File: config.mk
export PLATFORM = sky130hd
export DESIGN_NAME = touch_contact_tracker
export DESIGN_NICKNAME = d
export VERILOG_FILES = /design/src/rtl/tct_pkg.sv /design/src/rtl/tct_clamp.sv /design/src/rtl/tct_slot_file.sv /design/src/rtl/touch_contact_tracker.sv
export SDC_FILE = /design/constraint.sdc
export NUM_CORES = 1
export LEC_CHECK = 0
export BUFFER_PORTS_ARGS = -buffer_cell sky130_fd_sc_hd__clkbuf_2
export CAP_MARGIN = 40
export CORE_MARGIN = 2
export CORE_UTILIZATION = 43
export CTS_CLUSTER_DIAMETER = 40
export DETAILED_ROUTE_END_ITERATION = 10
export GPL_ROUTABILITY_DRIVEN = 0
export GPL_TIMING_DRIVEN = 0
export SLEW_MARGIN = 20
export SYNTH_ARGS = -nofsm -noshare
export SYNTH_HDL_FRONTEND = slang
export SYNTH_SLANG_ARGS = --single-unit
export TNS_END_PERCENT = 20
File: constraint.sdc
create_clock -name clock -period 14.3 [get_ports clock]
set_input_delay 1.43 -clock clock [delete_from_list [all_inputs] [get_ports clock]]
set_output_delay 1.43 -clock clock [all_outputs]
set_load 0.1 [all_outputs]
File: src/rtl/tct_pkg.sv
// Shared types, codes and default sizes of the touch contact tracker.
`default_nettype none

package tct_pkg;

   // Fixed field widths.
   localparam int ID_BITS    = 32;
   localparam int KIND_BITS  = 2;
   localparam int EVENT_BITS = 2;

   // Default sizes, handed to the top level's parameters.
   localparam int DEF_SLOTS       = 10;
   localparam int DEF_COORD_BITS  = 16;
   localparam int DEF_WINDOW_BITS = 16;

   // Touch event kinds on the request side.
   localparam logic [KIND_BITS-1:0] KIND_DOWN   = 2'd0;
   localparam logic [KIND_BITS-1:0] KIND_UP     = 2'd1;
   localparam logic [KIND_BITS-1:0] KIND_MOTION = 2'd2;
   localparam logic [KIND_BITS-1:0] KIND_CANCEL = 2'd3;

   // Pointer event codes on the response side.
   localparam logic [EVENT_BITS-1:0] EV_DOWN   = 2'd0;
   localparam logic [EVENT_BITS-1:0] EV_UPDATE = 2'd1;
   localparam logic [EVENT_BITS-1:0] EV_UP     = 2'd2;

   // Write strobes into the slot file: a whole entry, or the position only.
   typedef struct packed {
      logic full;
      logic pos;
   } tct_wr_type;

endpackage

`default_nettype wire

File: src/rtl/tct_clamp.sv
// Shared clamp unit: limits one coordinate into a half-open range.
`default_nettype none

module tct_clamp
   import tct_pkg::*;
#(
   parameter int COORD_BITS = DEF_COORD_BITS
) (
   input  wire logic signed [COORD_BITS-1:0] pos,
   input  wire logic signed [COORD_BITS-1:0] lo,
   input  wire logic signed [COORD_BITS-1:0] hi,
   output logic signed [COORD_BITS-1:0]      res
);

   localparam logic signed [COORD_BITS-1:0] CMIN = {1'b1, {(COORD_BITS-1){1'b0}}};

   logic signed [COORD_BITS-1:0] hi_m1;

   // The far edge is exclusive; at the most negative value it saturates.
   assign hi_m1 = (hi == CMIN) ? CMIN : (hi - $signed(COORD_BITS'(1)));

   always_comb begin
      if (pos >= hi) begin
         res = hi_m1;
      end else if (pos < lo) begin
         res = lo;
      end else begin
         res = pos;
      end
   end

endmodule

`default_nettype wire

File: src/rtl/tct_slot_file.sv
// Slot file holding the id, window and position of every tracked contact.
`default_nettype none

module tct_slot_file
   import tct_pkg::*;
#(
   parameter int SLOTS       = DEF_SLOTS,
   parameter int COORD_BITS  = DEF_COORD_BITS,
   parameter int WINDOW_BITS = DEF_WINDOW_BITS,
   localparam int IDX_W      = (SLOTS > 1) ? $clog2(SLOTS) : 1
) (
   input  wire logic                          clock,
   input  wire tct_wr_type                    wr,
   input  wire logic [IDX_W-1:0]              wr_addr,
   input  wire logic [ID_BITS-1:0]            wr_id,
   input  wire logic [WINDOW_BITS-1:0]        wr_window,
   input  wire logic signed [COORD_BITS-1:0]  wr_x,
   input  wire logic signed [COORD_BITS-1:0]  wr_y,
   input  wire logic [IDX_W-1:0]              rd_addr,
   output logic [ID_BITS-1:0]                 rd_id,
   output logic [WINDOW_BITS-1:0]             rd_window,
   output logic signed [COORD_BITS-1:0]       rd_x,
   output logic signed [COORD_BITS-1:0]       rd_y
);

   logic [ID_BITS-1:0]           id_ff     [SLOTS];
   logic [WINDOW_BITS-1:0]       window_ff [SLOTS];
   logic signed [COORD_BITS-1:0] x_ff      [SLOTS];
   logic signed [COORD_BITS-1:0] y_ff      [SLOTS];

   // Entries are only read while their slot is marked active, so no reset.
   always_ff @(posedge clock) begin
      if (wr.full) begin
         id_ff[wr_addr]     <= wr_id;
         window_ff[wr_addr] <= wr_window;
      end
      if (wr.full || wr.pos) begin
         x_ff[wr_addr] <= wr_x;
         y_ff[wr_addr] <= wr_y;
      end
   end

   assign rd_id     = id_ff[rd_addr];
   assign rd_window = window_ff[rd_addr];
   assign rd_x      = x_ff[rd_addr];
   assign rd_y      = y_ff[rd_addr];

endmodule

`default_nettype wire

File: src/rtl/touch_contact_tracker.sv
// Top level of the touch contact tracker: sequencer, active marks and result register.
`default_nettype none

// The block follows up to SLOTS touch contacts, each bound to the window it
// went down on. One request word is one touch event (down, up, motion or
// cancel) carrying screen coordinates and the target window's rectangle; it
// yields zero or more response words, the final one of a run marked by last.
// Both channels use valid and ready. req_ready is high only while the
// sequencer is idle; once a word is taken the block clamps the x axis and
// then the y axis through a single shared clamp unit, then visits the slot
// file one slot per cycle (a cancel scan pauses on an active slot while the
// response register is full); a down, up or motion word loads its response
// after the scan. A cancel emits one up word per active slot in slot order
// as the scan passes it.
// The response register parts the two sides: the next request word may be
// taken while the last response still waits. When the receiver stalls, the
// sequencer holds at the point where it would load a new response, and the
// cancel scan stops on the slot concerned until the register frees.
// A synchronous reset clears every active mark and empties the response
// register; the slot contents need no clearing pass.

module touch_contact_tracker
   import tct_pkg::*;
#(
   parameter int SLOTS       = DEF_SLOTS,
   parameter int COORD_BITS  = DEF_COORD_BITS,
   parameter int WINDOW_BITS = DEF_WINDOW_BITS
) (
   input  wire logic                          clock,
   input  wire logic                          reset,
   input  wire logic                          req_valid,
   output logic                               req_ready,
   input  wire logic [KIND_BITS-1:0]          req_kind,
   input  wire logic signed [ID_BITS-1:0]     req_contact_id,
   input  wire logic [WINDOW_BITS-1:0]        req_window,
   input  wire logic                          req_target_ok,
   input  wire logic signed [COORD_BITS-1:0]  req_pos_x,
   input  wire logic signed [COORD_BITS-1:0]  req_pos_y,
   input  wire logic signed [COORD_BITS-1:0]  req_rect_left,
   input  wire logic signed [COORD_BITS-1:0]  req_rect_top,
   input  wire logic signed [COORD_BITS-1:0]  req_rect_right,
   input  wire logic signed [COORD_BITS-1:0]  req_rect_bottom,
   output logic                               rsp_valid,
   input  wire logic                          rsp_ready,
   output logic [EVENT_BITS-1:0]              rsp_event_res,
   output logic signed [ID_BITS-1:0]          rsp_out_id,
   output logic [WINDOW_BITS-1:0]             rsp_out_window,
   output logic signed [COORD_BITS-1:0]       rsp_out_x,
   output logic signed [COORD_BITS-1:0]       rsp_out_y,
   output logic                               rsp_is_new,
   output logic                               rsp_last
);

   localparam int IDX_W = (SLOTS > 1) ? $clog2(SLOTS) : 1;
   localparam logic [IDX_W-1:0] LAST_IDX = IDX_W'(SLOTS - 1);

   localparam logic [2:0] S_IDLE    = 3'd0;
   localparam logic [2:0] S_CLAMP_X = 3'd1;
   localparam logic [2:0] S_CLAMP_Y = 3'd2;
   localparam logic [2:0] S_SCAN    = 3'd3;
   localparam logic [2:0] S_FINISH  = 3'd4;

   // Sequencer and control state.
   logic [2:0]       state_ff, state_in;
   logic [IDX_W-1:0] idx_ff, idx_in;
   logic [SLOTS-1:0] active_ff, active_in;
   logic             match_found_ff, match_found_in;
   logic [IDX_W-1:0] match_idx_ff, match_idx_in;
   logic             free_found_ff, free_found_in;
   logic [IDX_W-1:0] free_idx_ff, free_idx_in;

   // Captured request word.
   logic [KIND_BITS-1:0]         kind_ff, kind_in;
   logic [ID_BITS-1:0]           id_ff, id_in;
   logic [WINDOW_BITS-1:0]       win_ff, win_in;
   logic                         ok_ff, ok_in;
   logic signed [COORD_BITS-1:0] px_ff, px_in, py_ff, py_in;
   logic signed [COORD_BITS-1:0] rl_ff, rl_in, rt_ff, rt_in;
   logic signed [COORD_BITS-1:0] rr_ff, rr_in, rb_ff, rb_in;

   // Clamped position and the entry captured at the matching slot.
   logic signed [COORD_BITS-1:0] cx_ff, cx_in, cy_ff, cy_in;
   logic [WINDOW_BITS-1:0]       cap_win_ff, cap_win_in;
   logic signed [COORD_BITS-1:0] cap_x_ff, cap_x_in, cap_y_ff, cap_y_in;

   // Response register.
   logic                         rsp_valid_ff, rsp_valid_in;
   logic [EVENT_BITS-1:0]        rsp_event_ff, rsp_event_in;
   logic [ID_BITS-1:0]           rsp_id_ff, rsp_id_in;
   logic [WINDOW_BITS-1:0]       rsp_win_ff, rsp_win_in;
   logic signed [COORD_BITS-1:0] rsp_x_ff, rsp_x_in, rsp_y_ff, rsp_y_in;
   logic                         rsp_new_ff, rsp_new_in;
   logic                         rsp_last_ff, rsp_last_in;

   // Shared clamp unit and slot file connections.
   logic                         clamp_y_sel;
   logic signed [COORD_BITS-1:0] clamp_pos, clamp_lo, clamp_hi, clamp_res;
   tct_wr_type                   wr;
   logic [IDX_W-1:0]             wr_addr;
   logic [ID_BITS-1:0]           rd_id;
   logic [WINDOW_BITS-1:0]       rd_window;
   logic signed [COORD_BITS-1:0] rd_x, rd_y;

   logic             out_free;
   logic             hit;
   logic             take_free;
   logic [IDX_W-1:0] down_target;
   logic             down_go;
   logic             one_left;
   logic             load;
   logic             scan_step;

   // The clamp unit serves the x axis in state S_CLAMP_X and the y axis in S_CLAMP_Y.
   assign clamp_y_sel = (state_ff == S_CLAMP_Y);
   assign clamp_pos   = clamp_y_sel ? py_ff : px_ff;
   assign clamp_lo    = clamp_y_sel ? rt_ff : rl_ff;
   assign clamp_hi    = clamp_y_sel ? rb_ff : rr_ff;

   tct_clamp #(
      .COORD_BITS (COORD_BITS)
   ) u_clamp (
      .pos (clamp_pos),
      .lo  (clamp_lo),
      .hi  (clamp_hi),
      .res (clamp_res)
   );

   tct_slot_file #(
      .SLOTS       (SLOTS),
      .COORD_BITS  (COORD_BITS),
      .WINDOW_BITS (WINDOW_BITS)
   ) u_slot_file (
      .clock     (clock),
      .wr        (wr),
      .wr_addr   (wr_addr),
      .wr_id     (id_ff),
      .wr_window (win_ff),
      .wr_x      (cx_ff),
      .wr_y      (cy_ff),
      .rd_addr   (idx_ff),
      .rd_id     (rd_id),
      .rd_window (rd_window),
      .rd_x      (rd_x),
      .rd_y      (rd_y)
   );

   // The response register may be reloaded when empty or being emptied now.
   assign out_free = !rsp_valid_ff || rsp_ready;

   assign hit = active_ff[idx_ff] && (rd_id == id_ff);

   // A down word takes the lowest slot that is free once a stale contact with
   // the same id has been dropped: the first free slot or that stale slot.
   assign take_free   = free_found_ff && (!match_found_ff || (free_idx_ff < match_idx_ff));
   assign down_target = take_free ? free_idx_ff : match_idx_ff;
   assign down_go     = ok_ff && (take_free || match_found_ff);

   // During a cancel the slots below the scan are already freed, so the
   // current slot is the final one when it is the only active mark left.
   assign one_left = ((active_ff & (active_ff - SLOTS'(1))) == '0);

   // A cancel scan waits on an active slot until the response register frees.
   assign scan_step = !((kind_ff == KIND_CANCEL) && active_ff[idx_ff] && !out_free);

   always_comb begin
      state_in       = state_ff;
      idx_in         = idx_ff;
      active_in      = active_ff;
      match_found_in = match_found_ff;
      match_idx_in   = match_idx_ff;
      free_found_in  = free_found_ff;
      free_idx_in    = free_idx_ff;
      kind_in        = kind_ff;
      id_in          = id_ff;
      win_in         = win_ff;
      ok_in          = ok_ff;
      px_in          = px_ff;
      py_in          = py_ff;
      rl_in          = rl_ff;
      rt_in          = rt_ff;
      rr_in          = rr_ff;
      rb_in          = rb_ff;
      cx_in          = cx_ff;
      cy_in          = cy_ff;
      cap_win_in     = cap_win_ff;
      cap_x_in       = cap_x_ff;
      cap_y_in       = cap_y_ff;
      rsp_event_in   = rsp_event_ff;
      rsp_id_in      = rsp_id_ff;
      rsp_win_in     = rsp_win_ff;
      rsp_x_in       = rsp_x_ff;
      rsp_y_in       = rsp_y_ff;
      rsp_new_in     = rsp_new_ff;
      rsp_last_in    = rsp_last_ff;
      wr             = '0;
      wr_addr        = match_idx_ff;
      load           = 1'b0;

      case (state_ff)
         S_IDLE: begin
            if (req_valid) begin
               kind_in        = req_kind;
               id_in          = req_contact_id;
               win_in         = req_window;
               ok_in          = req_target_ok;
               px_in          = req_pos_x;
               py_in          = req_pos_y;
               rl_in          = req_rect_left;
               rt_in          = req_rect_top;
               rr_in          = req_rect_right;
               rb_in          = req_rect_bottom;
               idx_in         = '0;
               match_found_in = 1'b0;
               free_found_in  = 1'b0;
               state_in       = S_CLAMP_X;
            end
         end
         S_CLAMP_X: begin
            cx_in    = clamp_res;
            state_in = S_CLAMP_Y;
         end
         S_CLAMP_Y: begin
            cy_in    = clamp_res;
            state_in = S_SCAN;
         end
         S_SCAN: begin
            if (kind_ff == KIND_CANCEL) begin
               if (active_ff[idx_ff] && out_free) begin
                  load              = 1'b1;
                  rsp_event_in      = EV_UP;
                  rsp_id_in         = rd_id;
                  rsp_win_in        = rd_window;
                  rsp_x_in          = rd_x;
                  rsp_y_in          = rd_y;
                  rsp_new_in        = 1'b0;
                  rsp_last_in       = one_left;
                  active_in[idx_ff] = 1'b0;
               end
            end else begin
               if (hit && !match_found_ff) begin
                  match_found_in = 1'b1;
                  match_idx_in   = idx_ff;
                  cap_win_in     = rd_window;
                  cap_x_in       = rd_x;
                  cap_y_in       = rd_y;
               end
               if (!active_ff[idx_ff] && !free_found_ff) begin
                  free_found_in = 1'b1;
                  free_idx_in   = idx_ff;
               end
            end
            if (scan_step) begin
               if (idx_ff == LAST_IDX) begin
                  state_in = (kind_ff == KIND_CANCEL) ? S_IDLE : S_FINISH;
               end else begin
                  idx_in = idx_ff + 1'b1;
               end
            end
         end
         S_FINISH: begin
            case (kind_ff)
               KIND_DOWN: begin
                  if (!down_go) begin
                     state_in = S_IDLE;
                  end else if (out_free) begin
                     if (match_found_ff) begin
                        active_in[match_idx_ff] = 1'b0;
                     end
                     active_in[down_target] = 1'b1;
                     wr.full      = 1'b1;
                     wr_addr      = down_target;
                     load         = 1'b1;
                     rsp_event_in = EV_DOWN;
                     rsp_id_in    = id_ff;
                     rsp_win_in   = win_ff;
                     rsp_x_in     = cx_ff;
                     rsp_y_in     = cy_ff;
                     rsp_new_in   = 1'b1;
                     rsp_last_in  = 1'b1;
                     state_in     = S_IDLE;
                  end
               end
               KIND_UP: begin
                  if (!match_found_ff) begin
                     state_in = S_IDLE;
                  end else if (out_free) begin
                     active_in[match_idx_ff] = 1'b0;
                     load         = 1'b1;
                     rsp_event_in = EV_UP;
                     rsp_id_in    = id_ff;
                     rsp_win_in   = cap_win_ff;
                     rsp_x_in     = cap_x_ff;
                     rsp_y_in     = cap_y_ff;
                     rsp_new_in   = 1'b0;
                     rsp_last_in  = 1'b1;
                     state_in     = S_IDLE;
                  end
               end
               KIND_MOTION: begin
                  if (!(match_found_ff && ok_ff)) begin
                     state_in = S_IDLE;
                  end else if (out_free) begin
                     wr.pos       = 1'b1;
                     wr_addr      = match_idx_ff;
                     load         = 1'b1;
                     rsp_event_in = EV_UPDATE;
                     rsp_id_in    = id_ff;
                     rsp_win_in   = cap_win_ff;
                     rsp_x_in     = cx_ff;
                     rsp_y_in     = cy_ff;
                     rsp_new_in   = 1'b0;
                     rsp_last_in  = 1'b1;
                     state_in     = S_IDLE;
                  end
               end
               default: begin
                  state_in = S_IDLE;
               end
            endcase
         end
         default: begin
            state_in = S_IDLE;
         end
      endcase

      if (load) begin
         rsp_valid_in = 1'b1;
      end else if (rsp_ready) begin
         rsp_valid_in = 1'b0;
      end else begin
         rsp_valid_in = rsp_valid_ff;
      end
   end

   always_ff @(posedge clock) begin
      if (reset) begin
         state_ff     <= S_IDLE;
         active_ff    <= '0;
         rsp_valid_ff <= 1'b0;
      end else begin
         state_ff     <= state_in;
         active_ff    <= active_in;
         rsp_valid_ff <= rsp_valid_in;
      end
   end

   always_ff @(posedge clock) begin
      idx_ff         <= idx_in;
      match_found_ff <= match_found_in;
      match_idx_ff   <= match_idx_in;
      free_found_ff  <= free_found_in;
      free_idx_ff    <= free_idx_in;
      kind_ff        <= kind_in;
      id_ff          <= id_in;
      win_ff         <= win_in;
      ok_ff          <= ok_in;
      px_ff          <= px_in;
      py_ff          <= py_in;
      rl_ff          <= rl_in;
      rt_ff          <= rt_in;
      rr_ff          <= rr_in;
      rb_ff          <= rb_in;
      cx_ff          <= cx_in;
      cy_ff          <= cy_in;
      cap_win_ff     <= cap_win_in;
      cap_x_ff       <= cap_x_in;
      cap_y_ff       <= cap_y_in;
      rsp_event_ff   <= rsp_event_in;
      rsp_id_ff      <= rsp_id_in;
      rsp_win_ff     <= rsp_win_in;
      rsp_x_ff       <= rsp_x_in;
      rsp_y_ff       <= rsp_y_in;
      rsp_new_ff     <= rsp_new_in;
      rsp_last_ff    <= rsp_last_in;
   end

   assign req_ready      = (state_ff == S_IDLE);
   assign rsp_valid      = rsp_valid_ff;
   assign rsp_event_res  = rsp_event_ff;
   assign rsp_out_id     = rsp_id_ff;
   assign rsp_out_window = rsp_win_ff;
   assign rsp_out_x      = rsp_x_ff;
   assign rsp_out_y      = rsp_y_ff;
   assign rsp_is_new     = rsp_new_ff;
   assign rsp_last       = rsp_last_ff;

endmodule

`default_nettype wire

==> flow_summary.yaml, run 1 <==
cells_and_area:
  num-fill-cells: 8559
  regArea_sq_mm: 0.0341
  area_growth_syn_to_layout_pct: 20.8
  fin_nets: 3267
  utilization_pct: 52.5
  multi_input_comb_area_sq_mm: 0.0118
  final_layout_size_suffix_gt1_share_pct: 25.9
  final_area_sq_mm: 0.0563
timing:
  clock-skew-final_ps: 33.3
  finalHoldViolations: 0
  min_period_over_period_pct: 38.8
  maxClockFrequency_mhz: 180
  final_count_of_pins_violating_max_slew: 0
  slew_headroom_pct: 36.8
  fin_setup_tns_ps: 0
  fin_crit_ps: 5540
  worst_pin_slew_ps: 939
  final-setup-viol-count: 0
  setup_repair_after_global_routing_missed_its_margin: "no"
  final_ws_setup_ps: 8760
cts:
  clkSlewWorstSetupHoldPaths_ps: 50
  clkSinkCount: 1143
  clock_path_buffers: 3
  worst_skew_pair.late_latency_ps: 760
  tritoncts_clock_tree: "yes"
  cts_htree_levels: 4
  cts_repair_resize_count: 0
  post-cts-setup-buffer-count: 0
  clock_buffers_created_by_tritoncts: 145
  clk_root_buffer_cell: "clkbuf_16"
  cts_hold_repair.buffers: 0
global_routing:
  grt_start_max_net_pins: 68
  wire_length_of_the_first_global_routing_pass_um: 175000
  grt_pass1_vias: 27100
  grt_antenna_before_repair: 1
  total_global_routing_overflow: 0
  grt_usage_pct: 21.4
min_path:
  hold_path.class: "reg -> reg"
  hold_path_end: "active_ff[4]"
  min_from: "active_ff[4]"
  whs_path_cells: 2
setup_path:
  path_max_fanout: 10
  worstSetupPathType: "reg -> reg"
  regToRegEndpoint: "cx_ff[2]"
  r2r_slack_ps: 8760
  cp.arrival_ps: 5990
  reg2reg_depth: 18
  startpoint_of_the_worst_register_to_register_path: "state_ff[1]"
  critPathLaunchType: "flip-flop"
  critPathRequiredTime_ps: 14750
  endpoint_kind: "flip-flop"
yosys:
  yosysUniqueCellTypes: 75
  async_reset_ff_share_pct: 0
  synthesis.nets: 2802
  ys_ff_latch: 1143
  yosysWarningCount: 0
  avgSynthCellArea_sq_um: 17.8
  synth_enable_flop_cells: 1125
  synth_ff_type: "edfxtp_1"
  mappedNetlistArea_sq_mm: 0.0466
  synthesized_netlist_cell_count: 2611
  synth_seq_area_share_pct: 73.3
routing:
  drt_first_pass_iters: 9
  vias: 25900
  drtIter0Drc: 2335
  post_drt_wl_per_cell_um: 25.7
  drt.antenna.violating_nets: 0
  route.detailed.drc: 0
  finalWirelength_um: 118000
  avgViaCountPerCell: 5.64
power:
  power_leakage_nw: 19.1
  internal_power_mw: 6.56
  fin_total_pwr_mw: 8.83
  power.clock.fraction_pct: 42.1
  power_frac_seq_pct: 45.0
  p_comb_share_pct: 12.8
  vdd.ir_drop.worst_mv: 0.103
  power_switching_mw: 2.27
  power_density_mw_per_mm2: 157
  power.share.switching_pct: 25.7
die:
  chipWidth_um: 333
  die_area_sq_mm: 0.111
  pin_count: 237
  fp.coreArea_sq_mm: 0.107
  start_util_pct: 43.4
  die-height_um: 333
  core.rowCount: 120
placement:
  detailedPlacementHpwl_um: 81100
  io_buffers: 236
  dpl-instance-area_sq_mm: 0.0512
  dp_slack_ps: 8640
flow_run:
  timing.max_cap.violations: 0
status:
  status: "completed"
[layer usage]
| metal | part of all wire, % | global-route usage, % | vias to the layer above |
|---|---|---|---|
| met4 | 2.7 | 6.98 | 0 |
| met1 | 40 | 27.4 | 13300 |
| met5 | 0 | 0 | - |
| met2 | 51 | 36.9 | 1030 |
| li1 | - | - | 11400 |
| met3 | 6.2 | 3.74 | 214 |
[worst max-delay path, cell delays in order (launching register included)]
cell	delay, ps
dfxtp_1	430
or3b_1	510
buf_2	220
clkinv_2	140
buf_4	230
buf_2	280
buf_2	410
mux2i_1	340
inv_1	110
ha_1	450
nand4_1	190
nor2_1	290
nand3_1	160
a211oi_1	310
nor4_1	130
nor3_4	400
nor2_2	130
buf_4	200
a22o_1	310
[stage by stage]
stage / std cells / hold slack, ps
2_1_floorplan: 2611 / 476
3_3_place_gp: 4250 / 519
3_5_place_dp: 4328 / 521
4_1_cts: 4595 / 530
5_1_grt: 4599 / 582
6_report: 4600 / 531
[logic make-up after synthesis]
kind of cell / synth area share [%]
flip-flops: 73.3
multiplexers: 13.5
AND/OR/NAND/NOR: 4.28
AO/OA/AOI/OAI: 4.72
buffers and inverters: 1.67
XOR/XNOR: 1.41
adder cells (fa/ha/maj): 1.14
[cell usage in the layout (no fill, tap or decap), types with 16 or more instances in the layout]
cell type / instances
edfxtp_1: 1125
clkbuf_2: 238
mux2i_1: 221
clkbuf_16: 147
nand2_1: 145
mux4_2: 139
a21oi_1: 105
o21ai_0: 96
nor2_1: 70
nor2b_1: 66
a211oi_1: 65
clkbuf_1: 64
xnor2_1: 43
mux2_2: 41
buf_2: 40
ha_1: 40
inv_1: 37
xor2_1: 32
buf_6: 29
buf_16: 29
nand3_1: 25
buf_12: 23
nor2_4: 23
clkinv_1: 22
buf_1: 20
dfxtp_1: 18
bufinv_16: 18
clkinv_2: 17
nor3_1: 17
mux4_1: 16
[how the worst max path moves through the flow]
stage / slack [ps] / endpoint / startpoint / cells past startpoint
after floorplan: 7300 / idx_ff[0] / state_ff[2] / 5
after global placement: 4380 / match_found_ff / flip-flop / 12
after detailed placement: 8640 / cx_ff[2] / state_ff[2] / 17
after CTS: 8620 / cx_ff[2] / state_ff[2] / 17
after global routing: 8520 / cx_ff[11] / state_ff[1] / 18
final: 8760 / cx_ff[2] / state_ff[1] / 18
[state kept, by name, summed over array words and instances, names as in the netlist, 32 cells and up, named ones only]
signal / flops
u_slot_file.x_ff: 160
rsp_out_id: 32
id_ff: 32
u_slot_file.y_ff: 160
u_slot_file.id_ff: 320
u_slot_file.window_ff: 160
[power by group through the flow]
stage | Sequential [mW] | Combinational [mW] | Clock (mW)
after detailed placement | 4.05 | 1.13 | 0
final | 3.98 | 1.13 | 3.72
after CTS | 3.98 | 1.14 | 3.78
after global routing | 3.99 | 1.21 | 3.93
after floorplan | 4.03 | 0.726 | 0
after global placement | 4.05 | 1.10 | 0
[synthesized netlist by cell type, types with 14 or more instances]
master    number  area [sq um]
edfxtp_1    1125         33800
mux2i_1      223          2230
buf_2         37           185
xnor2_1       43           377
mux2_2        41           462
nand2_1      145           544
a21oi_1      105           526
dfxtp_1       18           360
inv_1         37           139
nor2b_1       66           413
nor3_1        17          85.1
mux4_2       139          3130
a22o_1        14           123
nand3_1       25           125
a211oi_1      65           488
buf_1         20          75.1
xor2_1        32           280
ha_1          40           500
mux4_1        16           420
nor2_1        93           349
clkbuf_1      55           206
o21ai_0       96           480
[area by class of cell]
type | instances | area share [%]
sequential | 1143 | 60.7
tap | 1403 | 3.12
buffer | 126 | 1.13
antenna | 1 | 0.00445
multi-input combinational | 1304 | 21.0
inverter | 38 | 0.256
timing repair buffer | 318 | 4.84
clock inverter | 110 | 2.33
clock buffer | 157 | 6.60
Power figures use the tool's default switching activity.
==> run 2, diff against run 1 <==
==> constraint.sdc (replaced) <==
create_clock -name clock -period 5 [get_ports clock]
set_input_delay 0.5 -clock clock [delete_from_list [all_inputs] [get_ports clock]]
set_output_delay 0.5 -clock clock [all_outputs]
set_load 0.1 [all_outputs]
==> run 2 against run 1 <==
Critical path type unchanged. Global-route usage up 0.081 points. Clock power rose to 2.8 times the previous value. Critical endpoint is now cap_x_ff[6]. Via count is 1.7% higher. Sequential cell count unchanged. Fmax up 14%.
==> flow_summary.yaml, run 2 (synthesis gave the netlist of run 1 again) <==
cts:
  clkSlewWorstSetupHoldPaths_ps: 50
  clk_root_buffer_cell: "clkbuf_16"
  clkSinkCount: 1143
  clock_buffers_created_by_tritoncts: 148
  tritoncts_clock_tree: "yes"
  worst_skew_pair.late_latency_ps: 760
  clock_path_buffers: 3
  cts_htree_levels: 4
timing:
  final_count_of_pins_violating_max_slew: 0
  final-setup-viol-count: 0
  worst_pin_slew_ps: 868
  setup_repair_after_global_routing_missed_its_margin: "no"
  maxClockFrequency_mhz: 205
  min_period_over_period_pct: 97.6
  hold_ws_ps: 82.8
  finalHoldViolations: 0
  fin_crit_ps: 4880
  slew_headroom_pct: 42.1
  clock-skew-final_ps: 41.7
setup_path:
  cp_cell_sequence: "buf_6 -> buf_4 -> buf_2 -> buf_2 -> mux2i_1 -> xnor2_1 -> nor4_1 -> nand3_1 -> o22ai_1 -> nand3_1 -> nor4b_4 -> buf_6 -> buf_6 -> buf_4 -> buf_6"
  timing.critical_path.mode_cell: "buf_6"
  worst-path-stages: 15
  crit_path_top_delay_cell: "buf_2"
  path_max_fanout: 12
  worstPathBufferInverterCount: 8
  endpoint_kind: "flip-flop"
  critical-path-top-delay-family: "buffers and inverters"
  timing.critical_path.slowest_cell_delay_ps: 520
  worstSetupPathType: "reg -> reg"
  r2r_slack_ps: 120
  critPathRequiredTime_ps: 5420
  critPathLaunchType: "flip-flop"
  reg2reg_depth: 15
  cp.arrival_ps: 5300
die:
  fp.coreArea_sq_mm: 0.107
  pin_count: 237
  die-height_um: 333
  start_util_pct: 43.4
  chipWidth_um: 333
  core.rowCount: 120
  die_area_sq_mm: 0.111
power:
  power_density_mw_per_mm2: 437
  power_leakage_nw: 19.7
  fin_total_pwr_mw: 25.2
  vdd.ir_drop.worst_mv: 0.295
status:
  status: "completed"
global_routing:
  grt_usage_pct: 21.4
  grt_antenna_before_repair: 3
  grt_start_max_net_pins: 67
  grt_pass1_vias: 27600
  wire_length_of_the_first_global_routing_pass_um: 176000
  total_global_routing_overflow: 0
routing:
  drt.antenna.violating_nets: 0
  avgViaCountPerCell: 5.56
  drt_first_pass_iters: 6
  route.detailed.drc: 0
  finalWirelength_um: 119000
  vias: 26400
  drtIter0Drc: 2284
  post_drt_wl_per_cell_um: 25.1
flow_run:
  timing.max_cap.violations: 0
placement:
  detailedPlacementHpwl_um: 80700
  io_buffers: 236
cells_and_area:
  num_antenna_cells: 0
  mostFrequentLayoutCell: "edfxtp_1"
  top_register: "u_slot_file.id_ff"
  fin_nets: 3414
  most-common-layout-cells: "1125 x edfxtp_1, 239 x clkbuf_2, 220 x mux2i_1"
  area_growth_syn_to_layout_pct: 23.8
  final_layout_size_suffix_gt1_share_pct: 25.2
  largest_register_ffs: 320
min_path:
  hold_path.class: "in -> reg"
  whs_path_cells: 1
[run 2: metrics by stage]
step / instance area, sq um / util, % / TNS (ps) / instances / worst slack, ps
2_1_floorplan: 46600 / - / 0 / 2611 / 335
3_3_place_gp: 49500 / 46.2 / -1588620 / 4250 / -2640
3_5_place_dp: 51200 / 47.7 / -13810 / 4324 / -510
4_1_cts: 57600 / 53.7 / 0 / 4741 / 47.6
5_1_grt: 57700 / 53.8 / 0 / 4745 / 5.41
6_report: 57700 / 53.8 / 0 / 4745 / 118
[run 2: report_power, final]
part / internal (mW) / switching, mW
sequential: 11.1 / 0.326
combinational: 1.37 / 2.00
clock: 6.25 / 4.21
total: 18.7 / 6.54
[run 2: what timing repair did]
item,CTS,global route
pin swaps,1,1
setup endpoints to repair,32,32
hold buffers,147,0
gates resized for setup,7,8
endpoints found under the hold margin,149,0
setup buffers,2,0
[run 2: final cells by class]
type	count	area, sq um
Tap cell	1403	1760
Buffer	124	641
Inverter	38	144
Timing Repair Buffer	464	4170
Sequential cell	1143	34100
Clock inverter	101	1110
Clock buffer	168	3830
Fill cell	8436	49500
Multi-Input combinational cell	1304	11900
[run 2: path summary, 6_finish.rpt]
check	startpoint	end
max	flip-flop	cap_x_ff[6]
min	req_window[15]	win_ff[15]
max reg2reg	flip-flop	cap_x_ff[6]
min reg2reg	active_ff[4]	active_ff[4]
[run 2: routing by layer]
layer | vias up | track usage (%) | wire [um]
met3 | 229 | 3.87 | 7530
met5 | - | 0 | 0
met2 | 1064 | 37.0 | 59800
met4 | 0 | 6.97 | 3480
met1 | 13400 | 27.5 | 48100
li1 | 11700 | - | -
